**src/design/psv_pkg.sv**
```systemverilog
// shared types, constants and arithmetic helpers for the plucked string voice
package psv_pkg;

	localparam int SAMPLE_W   = 16;
	localparam int ACC_W      = 18;
	localparam int PROD_W     = 2 * ACC_W;
	localparam int PERIOD_W   = 11;
	localparam int STRETCH_W  = 16;
	localparam int GAIN_W     = 17;
	localparam int COEFF_W    = 16;
	localparam int SEED_W     = 16;
	localparam int CFG_IDX_W  = 3;
	localparam int CFG_DATA_W = 17;

	localparam int MAX_DELAY_DEF = 1024;

	localparam logic [PERIOD_W-1:0]       PERIOD_RST  = PERIOD_W'(256);
	localparam logic [STRETCH_W-1:0]      STRETCH_RST = STRETCH_W'(32768);
	localparam logic [GAIN_W-1:0]         DECAY_RST   = GAIN_W'(65536);
	localparam logic [GAIN_W-1:0]         BLEND_RST   = GAIN_W'(65536);
	localparam logic signed [COEFF_W-1:0] COEFF_RST   = '0;
	localparam logic [SEED_W-1:0]         SEED_RST    = SEED_W'(44257);
	localparam logic [SEED_W-1:0]         LFSR_TAPS   = 16'hB400;

	localparam logic [CFG_IDX_W-1:0] REG_PERIOD  = 3'd0;
	localparam logic [CFG_IDX_W-1:0] REG_STRETCH = 3'd1;
	localparam logic [CFG_IDX_W-1:0] REG_DECAY   = 3'd2;
	localparam logic [CFG_IDX_W-1:0] REG_BLEND   = 3'd3;
	localparam logic [CFG_IDX_W-1:0] REG_COEFF   = 3'd4;
	localparam logic [CFG_IDX_W-1:0] REG_SEED    = 3'd5;

	localparam logic ACT_LOAD = 1'b0;
	localparam logic ACT_GEN  = 1'b1;

	localparam logic signed [ACC_W-1:0] SAT_HI = ACC_W'(2 ** (SAMPLE_W - 1) - 1);
	localparam logic signed [ACC_W-1:0] SAT_LO = ~SAT_HI;

	typedef enum logic [3:0] {
		ST_CLEAR,
		ST_IDLE,
		ST_LOAD_WR,
		ST_MUL_MIX,
		ST_SUM_MIX,
		ST_MUL_GAIN,
		ST_SUM_GAIN,
		ST_MUL_TUNE,
		ST_SUM_TUNE,
		ST_GEN_WR
	} state_t;

	typedef enum logic [1:0] {
		MUL_MIX,
		MUL_GAIN,
		MUL_TUNE
	} mul_sel_t;

	typedef struct packed {
		logic     clear_wr;
		logic     accept;
		logic     load_wr;
		logic     mul_en;
		mul_sel_t mul_sel;
		logic     sum_mix;
		logic     sum_gain;
		logic     sum_tune;
		logic     gen_wr;
	} psv_cmd_t;

	typedef struct packed {
		logic clear_last;
		logic out_free;
	} psv_stat_t;

	function automatic logic signed [SAMPLE_W-1:0] sat_sample(
		input logic signed [ACC_W-1:0] v
	);
		logic signed [ACC_W-1:0] c;
		c = (v > SAT_HI) ? SAT_HI : ((v < SAT_LO) ? SAT_LO : v);
		return c[SAMPLE_W-1:0];
	endfunction

	// round half up, drop 16 fraction bits
	function automatic logic signed [ACC_W-1:0] round_q16(
		input logic signed [PROD_W-1:0] p
	);
		logic signed [PROD_W-1:0] t;
		t = p + $signed({{(PROD_W-16){1'b0}}, 16'h8000});
		return t[16 +: ACC_W];
	endfunction

	// round half up, drop 15 fraction bits
	function automatic logic signed [ACC_W-1:0] round_q15(
		input logic signed [PROD_W-1:0] p
	);
		logic signed [PROD_W-1:0] t;
		t = p + $signed({{(PROD_W-15){1'b0}}, 15'h4000});
		return t[15 +: ACC_W];
	endfunction

endpackage

```
**src/design/psv_ctrl.sv**
```systemverilog
// controller: clearing pass and per-beat sequencing of the shared multiplier
module psv_ctrl (
	input  logic                clk,
	input  logic                arst_n,
	input  logic                in_valid,
	input  logic                action,
	output logic                in_ready,
	input  psv_pkg::psv_stat_t  stat,
	output psv_pkg::psv_cmd_t   cmd
);
	import psv_pkg::*;

	state_t state_q;
	state_t state_nx;

	always_ff @(posedge clk or negedge arst_n) begin
		if (!arst_n) begin
			state_q <= ST_CLEAR;
		end else begin
			state_q <= state_nx;
		end
	end

	always_comb begin
		state_nx = state_q;
		case (state_q)
			ST_CLEAR: begin
				if (stat.clear_last) begin
					state_nx = ST_IDLE;
				end
			end
			ST_IDLE: begin
				if (in_valid) begin
					state_nx = (action == ACT_GEN) ? ST_MUL_MIX : ST_LOAD_WR;
				end
			end
			ST_LOAD_WR:  state_nx = ST_IDLE;
			ST_MUL_MIX:  state_nx = ST_SUM_MIX;
			ST_SUM_MIX:  state_nx = ST_MUL_GAIN;
			ST_MUL_GAIN: state_nx = ST_SUM_GAIN;
			ST_SUM_GAIN: state_nx = ST_MUL_TUNE;
			ST_MUL_TUNE: state_nx = ST_SUM_TUNE;
			ST_SUM_TUNE: state_nx = ST_GEN_WR;
			ST_GEN_WR: begin
				// hold until the output register can take the beat
				if (stat.out_free) begin
					state_nx = ST_IDLE;
				end
			end
			default: state_nx = ST_CLEAR;
		endcase
	end

	always_comb begin
		cmd      = '0;
		in_ready = 1'b0;
		case (state_q)
			ST_CLEAR: cmd.clear_wr = 1'b1;
			ST_IDLE: begin
				in_ready   = 1'b1;
				cmd.accept = in_valid;
			end
			ST_LOAD_WR: cmd.load_wr = 1'b1;
			ST_MUL_MIX: begin
				cmd.mul_en  = 1'b1;
				cmd.mul_sel = MUL_MIX;
			end
			ST_SUM_MIX: cmd.sum_mix = 1'b1;
			ST_MUL_GAIN: begin
				cmd.mul_en  = 1'b1;
				cmd.mul_sel = MUL_GAIN;
			end
			ST_SUM_GAIN: cmd.sum_gain = 1'b1;
			ST_MUL_TUNE: begin
				cmd.mul_en  = 1'b1;
				cmd.mul_sel = MUL_TUNE;
			end
			ST_SUM_TUNE: cmd.sum_tune = 1'b1;
			ST_GEN_WR:   cmd.gen_wr = stat.out_free;
			default: ;
		endcase
	end

	a_busy_after_accept: assert property (@(posedge clk) disable iff (!arst_n)
		cmd.accept |=> !in_ready)
		else $error("ready while a beat is in progress");

	a_clear_once: assert property (@(posedge clk) disable iff (!arst_n)
		state_q != ST_CLEAR |=> state_q != ST_CLEAR)
		else $error("clearing pass restarted");

	a_no_overwrite: assert property (@(posedge clk) disable iff (!arst_n)
		cmd.gen_wr |-> stat.out_free)
		else $error("result written over a pending beat");

endmodule

```
**config.mk**
```make
export PLATFORM = sky130hd
export DESIGN_NAME = psv_ctrl
export DESIGN_NICKNAME = d
export VERILOG_FILES = /design/src/design/psv_pkg.sv /design/src/design/psv_ctrl.sv
export SDC_FILE = /design/constraint.sdc
export NUM_CORES = 1
export LEC_CHECK = 0
export ABC_CLOCK_PERIOD_IN_PS = 1100
export BUFFER_PORTS_ARGS = -buffer_cell sky130_fd_sc_hd__buf_4
export CAP_MARGIN = 20
export CORE_AREA = 3 3 40 42
export DETAILED_ROUTE_END_ITERATION = 8
export DIE_AREA = 0 0 43 45
export SYNTH_ARGS = -nofsm -noshare
export SYNTH_HDL_FRONTEND = slang
export SYNTH_SLANG_ARGS = --single-unit
```
**constraint.sdc**
```tcl
create_clock -name clk -period 1.1 [get_ports clk]
set_clock_uncertainty 0.15 [all_clocks]
set_input_delay 0.11 -clock clk [delete_from_list [all_inputs] [get_ports clk]]
set_output_delay 0.11 -clock clk [all_outputs]
set_load 0.02 [all_outputs]
```
==> results of run 1 <==
==> what timing repair did <==
action                                  4_1_cts  5_1_grt
pin swaps                                     3        5
resized for setup                            19       12
endpoints found under the setup margin       15       15
hold buffers                                  1        0
hold endpoints to repair                      4        0
setup buffers                                 7        3
==> cell type report <==
class / count / area, sq um
multi-input cells: 31 / 340
flip-flops and latches: 4 / 103
well taps: 15 / 18.8
fillers: 119 / 457
clock buffers: 3 / 22.5
repair buffers: 37 / 344
==> report_power, final <==
part,total [uW],switching [uW],internal [uW]
sequential,340,116,224
clock,185,62.6,122
combinational,2180,985,1190
total,2700,1160,1540
==> stage by stage <==
stage / setup TNS [ns] / area (sq um) / std cells
6_report: -4.61 / 828 / 90
5_1_grt: -5.31 / 828 / 90
4_1_cts: -4.70 / 776 / 89
3_5_place_dp: -2.00 / 626 / 79
3_3_place_gp: -2.09 / 626 / 79
2_1_floorplan: -0.867 / 434 / 39
==> worst max-delay path, cell delays in order (launching register included) <==
cell and delay [ns]:
dfrtp_1 0.42, buf_6 0.17, nor4_4 0.24, buf_4 0.18
==> kinds of logic after synthesis <==
logic type,share of synthesized area
AOI/OAI and AO/OA,0.104
xor gates and xnor gates,0.0252
buffers and inverters,0.108
DFF,0.288
and+or+nand+nor,0.475
==> path summary, 6_finish.rpt <==
kind	startpoint	end	slack, ns	depth (start not counted)
hold reg to reg	state_q[1]$_DFFE_PN0P_	state_q[3]$_DFFE_PN0P_	0.55	2
hold / removal	in_valid	state_q[1]$_DFFE_PN0P_	0.01	3
setup / recovery	state_q[1]$_DFFE_PN0P_	cmd[9]	-0.40	3
max in group asynchronous	arst_n	state_q[0]$_DFFE_PN0P_	0.63	2
setup reg to reg	state_q[3]$_DFFE_PN0P_	state_q[0]$_DFFE_PN0P_	-0.27	4
min in group asynchronous	arst_n	state_q[2]$_DFFE_PN0P_	0.06	2
==> per-layer routing <==
layer	vias up	track usage	routed length, microns
met3	2	0.0518	72
met5	-	0	0
met2	14	0.222	676
met4	0	0.0723	23
li1	204	-	-
met1	200	0.165	438
==> cell usage in the layout (no fill, tap or decap), types with 2 or more instances in the layout <==
cell and instances:
buf_4 19, a21oi_2 2, nor2_4 3, nand2_1 2, nor3_4 2, dfrtp_2 2
buf_6 17, nand2b_4 3, clkbuf_4 3, dfrtp_1 2
==> flow_summary.ini, run 1 <==
[outcome]
status = finished with violations
violations = setup timing

[yosys]
netlist_area_sq_um = 348
synth_nets = 45
synth_cells = 39
synth_enable_flop_cells = 0
synth_most_common_cell = nor2_1
ys_seq_area_frac = 0.288
ys_seq_elements = 4
synth_top_area_cell = dfrtp_1
synthFlopType = dfrtp_1
yosys-top-cells-count = 5 x nor2_1, 4 x dfrtp_1, 3 x nand2b_1, 3 x nor3_1
synthArstFlopShare = 1.00
synth.top_cell.area_share = 0.288
synth.avg_cell_area_sq_um = 8.92
ys.warnings.count = 0
synthDistinctLibCells = 25
synthTopCellsByArea = dfrtp_1 29%, buf_6 6.5%, nand2b_1 5.4%, nor2_1 5.4%, nor3_1 4.3%

[timing]
setup_viol = 15
drv_slew = 0
max_slew.worst_pin.slew_ns = 0.188
finalCritPeriodShare = 1.37
whs_ns = 0.0113
fin_ws_ns = -0.405
hold_viol_final = 0
fmax_mhz = 664
finalCriticalPeriod_ns = 1.50
max_slew_margin = 0.874
grt_setup_unrepaired = yes

[cells_and_area]
largest_register = state_q
fin_nets = 83
drive_gt1_frac = 0.867
final_core_util = 0.645
largest_reg_flops = 4
largestRegisters = state_q (4)
n_antenna_cell = 0
layout-area-overhead-vs-synth_pct = 138

[detailed_routing]
vias = 420
routed_wl_microns = 1210
routed_via_density = 4.67
dr.first_iter.drc_count = 4
drtAntennaViolNets = 0
first_pass_iters = 4
drc = 0
routedWlPerCell_microns = 13.4

[place]
pre_cts_ws_ns = -0.188
dp_hpwl_microns = 747
port_buffers = 16
gp_congestion = 0.802

[power_and_ir_drop]
p_leak_uw = 0.000370
p_total_uw = 2700
ir_drop_mv = 1.56
power_density_nw_per_um2 = 3260

[clocking]
cts_root_buffer = clkbuf_4
cts.htree.levels = 1
max-clock-path-buffers = 2
numCtsBuffers = 3
clkTransAtPathRegs_ns = 0.04
cts_tree = done
cts_num_sinks = 4
clkLatencyLatePin_ns = 0.24

[setup_path]
worst-setup-path-type = flop to output pin
critPathLaunchType = flop
crit_arrival_ns = 1.24
cp-end-kind = output pin
required_ns = 0.84
crit_fanout = 4

[floorplanning]
ioPinCount = 17
fp-row-count = 13
die_w_microns = 43
start_util = 0.271
fp.dieH_microns = 45
dieArea_sq_um = 1940
core_area_sq_um = 1280

[global_routing]
overflow = 0
antenna_found_initial = 0
grt_pass1_vias = 410
grt_pass1_wl_microns = 1930
grt_max_degree = 7
track_usage = 0.139

[worst_hold_path]
min_path_type = input port to flop

[flow_run]
cap_violations = 0
Note: power is estimated with default switching activity, not from simulation.
==> inputs of run 2 (changes only) <==
--- a/config.mk
+++ b/config.mk
@@ -8,9 +8,14 @@
 export ABC_CLOCK_PERIOD_IN_PS = 1100
 export BUFFER_PORTS_ARGS = -buffer_cell sky130_fd_sc_hd__buf_4
 export CAP_MARGIN = 20
-export CORE_AREA = 3 3 40 42
+export CELL_PAD_IN_SITES_DETAIL_PLACEMENT = 0
+export CELL_PAD_IN_SITES_GLOBAL_PLACEMENT = 2
+export CORE_ASPECT_RATIO = 0.8
+export CORE_MARGIN = 3
+export CORE_UTILIZATION = 20
 export DETAILED_ROUTE_END_ITERATION = 8
-export DIE_AREA = 0 0 43 45
+export PLACE_DENSITY_LB_ADDON = 0.1
+export REMOVE_ABC_BUFFERS = 1
 export SYNTH_ARGS = -nofsm -noshare
 export SYNTH_HDL_FRONTEND = slang
 export SYNTH_SLANG_ARGS = --single-unit
==> flow_summary.ini, run 2 (synthesis results as in run 1) <==
[outcome]
status = finished with violations
violations = setup timing

[cells_and_area]
nFillCells = 158
largest_reg_flops = 4
instances_no_fill = 93
largest_register = state_q
final_cell_mix = 20 x buf_4, 13 x buf_6, 3 x nor2_1, 3 x clkbuf_4, 3 x dfrtp_2
final_common_cell = buf_4
multi_input_area_sq_um = 268
fin_nets = 80
register_area_sq_um = 104
layout-area-overhead-vs-synth_pct = 109
drive_gt1_frac = 0.750
largestRegisters = state_q (4)
n_antenna_cell = 0

[detailed_routing]
dr_wl_met2_microns = 562
routed_via_density = 4.27
routed.top_layer = met4
wl_met1_microns = 441
drc = 0
dr.first_iter.drc_count = 4
first_pass_iters = 4
routedWlPerCell_microns = 11.9
vias = 397
met3_length_microns = 90
routed_wl_microns = 1110
drtAntennaViolNets = 0

[power_and_ir_drop]
p_seq_frac = 0.176
ir_drop_mv = 0.949
pwr-share-clk = 0.080
switchingPower_uw = 968
cell_internal_pwr_uw = 1310
power_density_nw_per_um2 = 3130
p_leak_uw = 0.000333
p_comb_frac = 0.745
swShare = 0.425

[place]
pre_cts_ws_ns = -0.218
port_buffers = 16
gp_congestion = 0.710
dp_cells = 81
dp_hpwl_microns = 726

[clocking]
cts_root_buffer = clkbuf_4
clkLatencyLatePin_ns = 0.24
max-clock-path-buffers = 2
cts.htree.levels = 1
cts_num_sinks = 4
numCtsBuffers = 3
clkTransAtPathRegs_ns = 0.03
cts_tree = done

[worst_hold_path]
hp-start = in_valid
hold_end = state_q[1]$_DFFE_PN0P_
min_path_type = input port to flop
hold_depth = 3

[global_routing]
overflow = 0
antenna_found_initial = 0
grt_max_degree = 9
track_usage = 0.0988
grt_pass1_wl_microns = 1630
grt_pass1_vias = 358

[timing]
finalCritPeriodShare = 1.39
finalCriticalPeriod_ns = 1.53
max_slew.worst_pin.slew_ns = 0.264
max_slew_margin = 0.822
fmax_mhz = 653
drv_slew = 0
grt_setup_unrepaired = yes
fin_ws_ns = -0.431
setup_viol = 15
hold_viol_final = 0

[floorplanning]
fp-row-count = 12
fp.dieH_microns = 43.3
start_util = 0.232
dieArea_sq_um = 2280
core_area_sq_um = 1500
ioPinCount = 17
die_w_microns = 52.6

[setup_path]
cp_num_buf_inv = 2
required_ns = 0.84
path_cells = buf_4, nor4_1, buf_4
crit_arrival_ns = 1.27
crit_path_frequent_cell = buf_4
slowest_stage = dfrtp_1
critPathLaunchType = flop
rr_endpoint = state_q[0]$_DFFE_PN0P_
cp-end-kind = output pin
reg2reg_slack_ns = -0.30
rr_worst_depth = 5
crit_family = flip-flops
r2r-start = state_q[2]$_DFFE_PN0P_
crit_fanout = 4
cpPeakStageDelay_ns = 0.41
worst-setup-path-type = flop to output pin

[flow_run]
cap_violations = 0
run 2: cell count changes in the layout (fill, tap and decap cells not counted), sizes merged:
| cell | previous run | this run |
|---|---|---|
| buf | 36 | 33 |
run 2: metal layers:
layer / track usage / vias to the layer above
met5: 0 / -
met1: 0.115 / 182
li1: - / 198
met2: 0.146 / 15
met3: 0.0561 / 2
met4: 0.0459 / 0
run 2: cell type report:
class | instances | area share
Timing Repair Buffer | 34 | 0.422
Sequential cell | 4 | 0.143
Tap cell | 21 | 0.0361
Multi-Input combinational cell | 31 | 0.368
Clock buffer | 3 | 0.0310
run 2: how the worst max path moves through the flow:
stage | startpoint | end | slack, ns | depth (start not counted)
after global routing | state_q[1]$_DFFE_PN0P_ | cmd[9] | -0.46 | 3
final | state_q[1]$_DFFE_PN0P_ | cmd[9] | -0.43 | 3
after detailed placement | state_q[0]$_DFFE_PN0P_ | state_q[0]$_DFFE_PN0P_ | -0.22 | 3
after global placement | state_q[0]$_DFFE_PN0P_ | state_q[0]$_DFFE_PN0P_ | -0.21 | 3
after CTS | state_q[1]$_DFFE_PN0P_ | cmd[8] | -0.43 | 4
after floorplan | state_q[1]$_DFFE_PN0P_ | cmd[8] | -0.47 | 3
run 2: through the flow:
step / total power, uW / hold WS, ns / instance area, sq um / utilization / setup TNS [ns]
floorplan: 961 / -0.336 / 310 / - / -2.73
global placement: 1520 / -0.244 / 524 / 0.349 / -1.76
detailed placement: 1530 / -0.243 / 524 / 0.349 / -1.88
CTS: 1940 / 0.0369 / 618 / 0.412 / -4.40
global route: 2440 / 0.0516 / 727 / 0.484 / -5.50
finish: 2280 / 0.0353 / 727 / 0.484 / -4.67
run 2: power by group through the flow:
stage          Combinational [uW]  Sequential (uW)  Clock (uW)
2_1_floorplan                 568              393           0
3_3_place_gp                 1170              355           0
3_5_place_dp                 1170              360           0
4_1_cts                      1370              386         187
5_1_grt                      1810              417         208
6_report                     1700              400         182
run 2: repair_timing:
action                     CTS  global route
pin swaps                    5             5
hold buffers                 1             0
hold endpoints to repair     4             0
resized for setup           11            17
setup endpoints to repair   15            15
buffers inserted             4             6
run 2: worst reg2reg max path, stage by stage, from the launching register on:
cell and delay [ns]:
dfrtp_2 0.50, buf_4 0.17, buf_6 0.09, nor3_1 0.03
or3_1 0.30, o31ai_1 0.07
==> inputs of run 3 (changes only) <==
--- a/config.mk
+++ b/config.mk
@@ -16,6 +16,7 @@
 export DETAILED_ROUTE_END_ITERATION = 8
 export PLACE_DENSITY_LB_ADDON = 0.1
 export REMOVE_ABC_BUFFERS = 1
+export SETUP_SLACK_MARGIN = 0.5
 export SYNTH_ARGS = -nofsm -noshare
 export SYNTH_HDL_FRONTEND = slang
 export SYNTH_SLANG_ARGS = --single-unit
==> constraint.sdc (replaced) <==
create_clock -name clk -period 1.1 [get_ports clk]
set_clock_uncertainty 0.15 [all_clocks]
set_input_delay 0.275 -clock clk [delete_from_list [all_inputs] [get_ports clk]]
set_output_delay 0.275 -clock clk [all_outputs]
set_load 0.02 [all_outputs]
==> flow_summary.ini, run 3 (synthesis results as in run 1) <==
[power_and_ir_drop]
power_density_nw_per_um2 = 3120
ir_drop_mv = 1.21
p_leak_uw = 0.000337

[timing]
hold_viol_final = 4
grt_setup_unrepaired = yes
drv_slew = 0
finalCriticalPeriod_ns = 1.63
max_slew.worst_pin.slew_ns = 0.236
fin_ws_ns = -0.532
fmax_mhz = 613
setup_viol = 15
whs_ns = -0.330
finalCritPeriodShare = 1.48
max_slew_margin = 0.843

[setup_path]
slowest_stage = dfrtp_2
required_ns = 0.67
cpPeakStageDelay_ns = 0.47
r2r-start = state_q[2]$_DFFE_PN0P_
cp-end-kind = output pin
cp_num_buf_inv = 2
crit_fanout = 7
critPathLaunchType = flop
path_cells = buf_4, nor3b_2, buf_4
crit_path_frequent_cell = buf_4
worst-setup-path-type = flop to output pin
critPathLaunch = state_q[0]$_DFFE_PN0P_
crit_arrival_ns = 1.21
crit_family = flip-flops

[global_routing]
overflow = 0
grt_max_degree = 8
grt_pass1_wl_microns = 1770
grt_pass1_vias = 377
track_usage = 0.113
antenna_found_initial = 0

[cells_and_area]
drive_gt1_frac = 0.803
largest_register = state_q
instances_no_fill = 92
largest_reg_flops = 4
final_core_util = 0.485
fin_nets = 79
final_cell_mix = 22 x buf_4, 11 x buf_6
fin_area_sq_um = 728
final_common_cell = buf_4
layout-area-overhead-vs-synth_pct = 109
n_antenna_cell = 0
nFillCells = 137
largestRegisters = state_q (4)

[floorplanning]
dieArea_sq_um = 2280
start_util = 0.232
ioPinCount = 17
core_area_sq_um = 1500
die_w_microns = 52.6
fp.dieH_microns = 43.3
fp-row-count = 12

[place]
placed_area_sq_um = 547
pre_cts_ws_ns = -0.333
dp_cells = 84
dp_hpwl_microns = 777
gp_congestion = 0.771
port_buffers = 16

[detailed_routing]
drc = 0
routed_wl_microns = 1130
routed_via_density = 4.35
routedWlPerCell_microns = 12.3
drtAntennaViolNets = 0
dr.first_iter.drc_count = 2
first_pass_iters = 2
vias = 400

[clocking]
cts_num_sinks = 4
cts.htree.levels = 1
clkTransAtPathRegs_ns = 0.04
cts_tree = done
clkLatencyLatePin_ns = 0.24
cts_root_buffer = clkbuf_4
numCtsBuffers = 3
max-clock-path-buffers = 2

[outcome]
violations = hold timing, setup timing
status = finished with violations

[worst_hold_path]
min_path_type = input port to asynchronous set/reset pin

[flow_run]
cap_violations = 0
## run 3: final timing paths
check	endpoint	slack, ns	cells after the start
min in group clk	state_q[1]$_DFFE_PN0P_	0.18	3
hold / removal	state_q[3]$_DFFE_PN0P_	-0.33	1
setup reg to reg	state_q[0]$_DFFE_PN0P_	-0.34	5
max in group asynchronous	state_q[0]$_DFFE_PN0P_	1.01	1
setup / recovery	cmd[1]	-0.53	3
hold reg to reg	state_q[3]$_DFFE_PN0P_	0.60	3
## run 3: power breakdown
group | switching, uW | total (uW) | internal, uW
sequential | 172 | 397 | 226
clock | 71.5 | 194 | 123
combinational | 746 | 1680 | 938
total | 989 | 2280 | 1290
## run 3: final cells by class
class,count,area [sq um],share of cell area
sequential,4,104,0.143
tap,21,26.3,0.0361
multi-input combinational,31,287,0.393
timing repair buffer,33,289,0.397
clock buffer,3,22.5,0.0309
## run 3: per-layer routing
layer / vias to the layer above / share of wire / GRT usage
met4: 0 / 0.032 / 0.107
li1: 198 / - / -
met3: 4 / 0.049 / 0.0281
met5: - / 0 / 0
met2: 14 / 0.51 / 0.156
met1: 184 / 0.41 / 0.138
## run 3: what timing repair did
item | in CTS | in global routing
setup endpoints to repair | 15 | 15
buffers inserted | 3 | 2
endpoints found under the hold margin | 4 | 4
gates resized for setup | 21 | 8
pin swaps | 5 | 5
## run 3: metrics by stage
| stage | TNS, ns | total power (uW) | hold slack (ns) |
|---|---|---|---|
| after floorplan | -4.54 | 961 | -0.171 |
| after global placement | -3.63 | 1590 | -0.0778 |
| after detailed placement | -3.72 | 1600 | -0.0746 |
| after CTS | -6.38 | 2120 | -0.333 |
| after global routing | -7.24 | 2430 | -0.336 |
| final | -6.44 | 2280 | -0.330 |
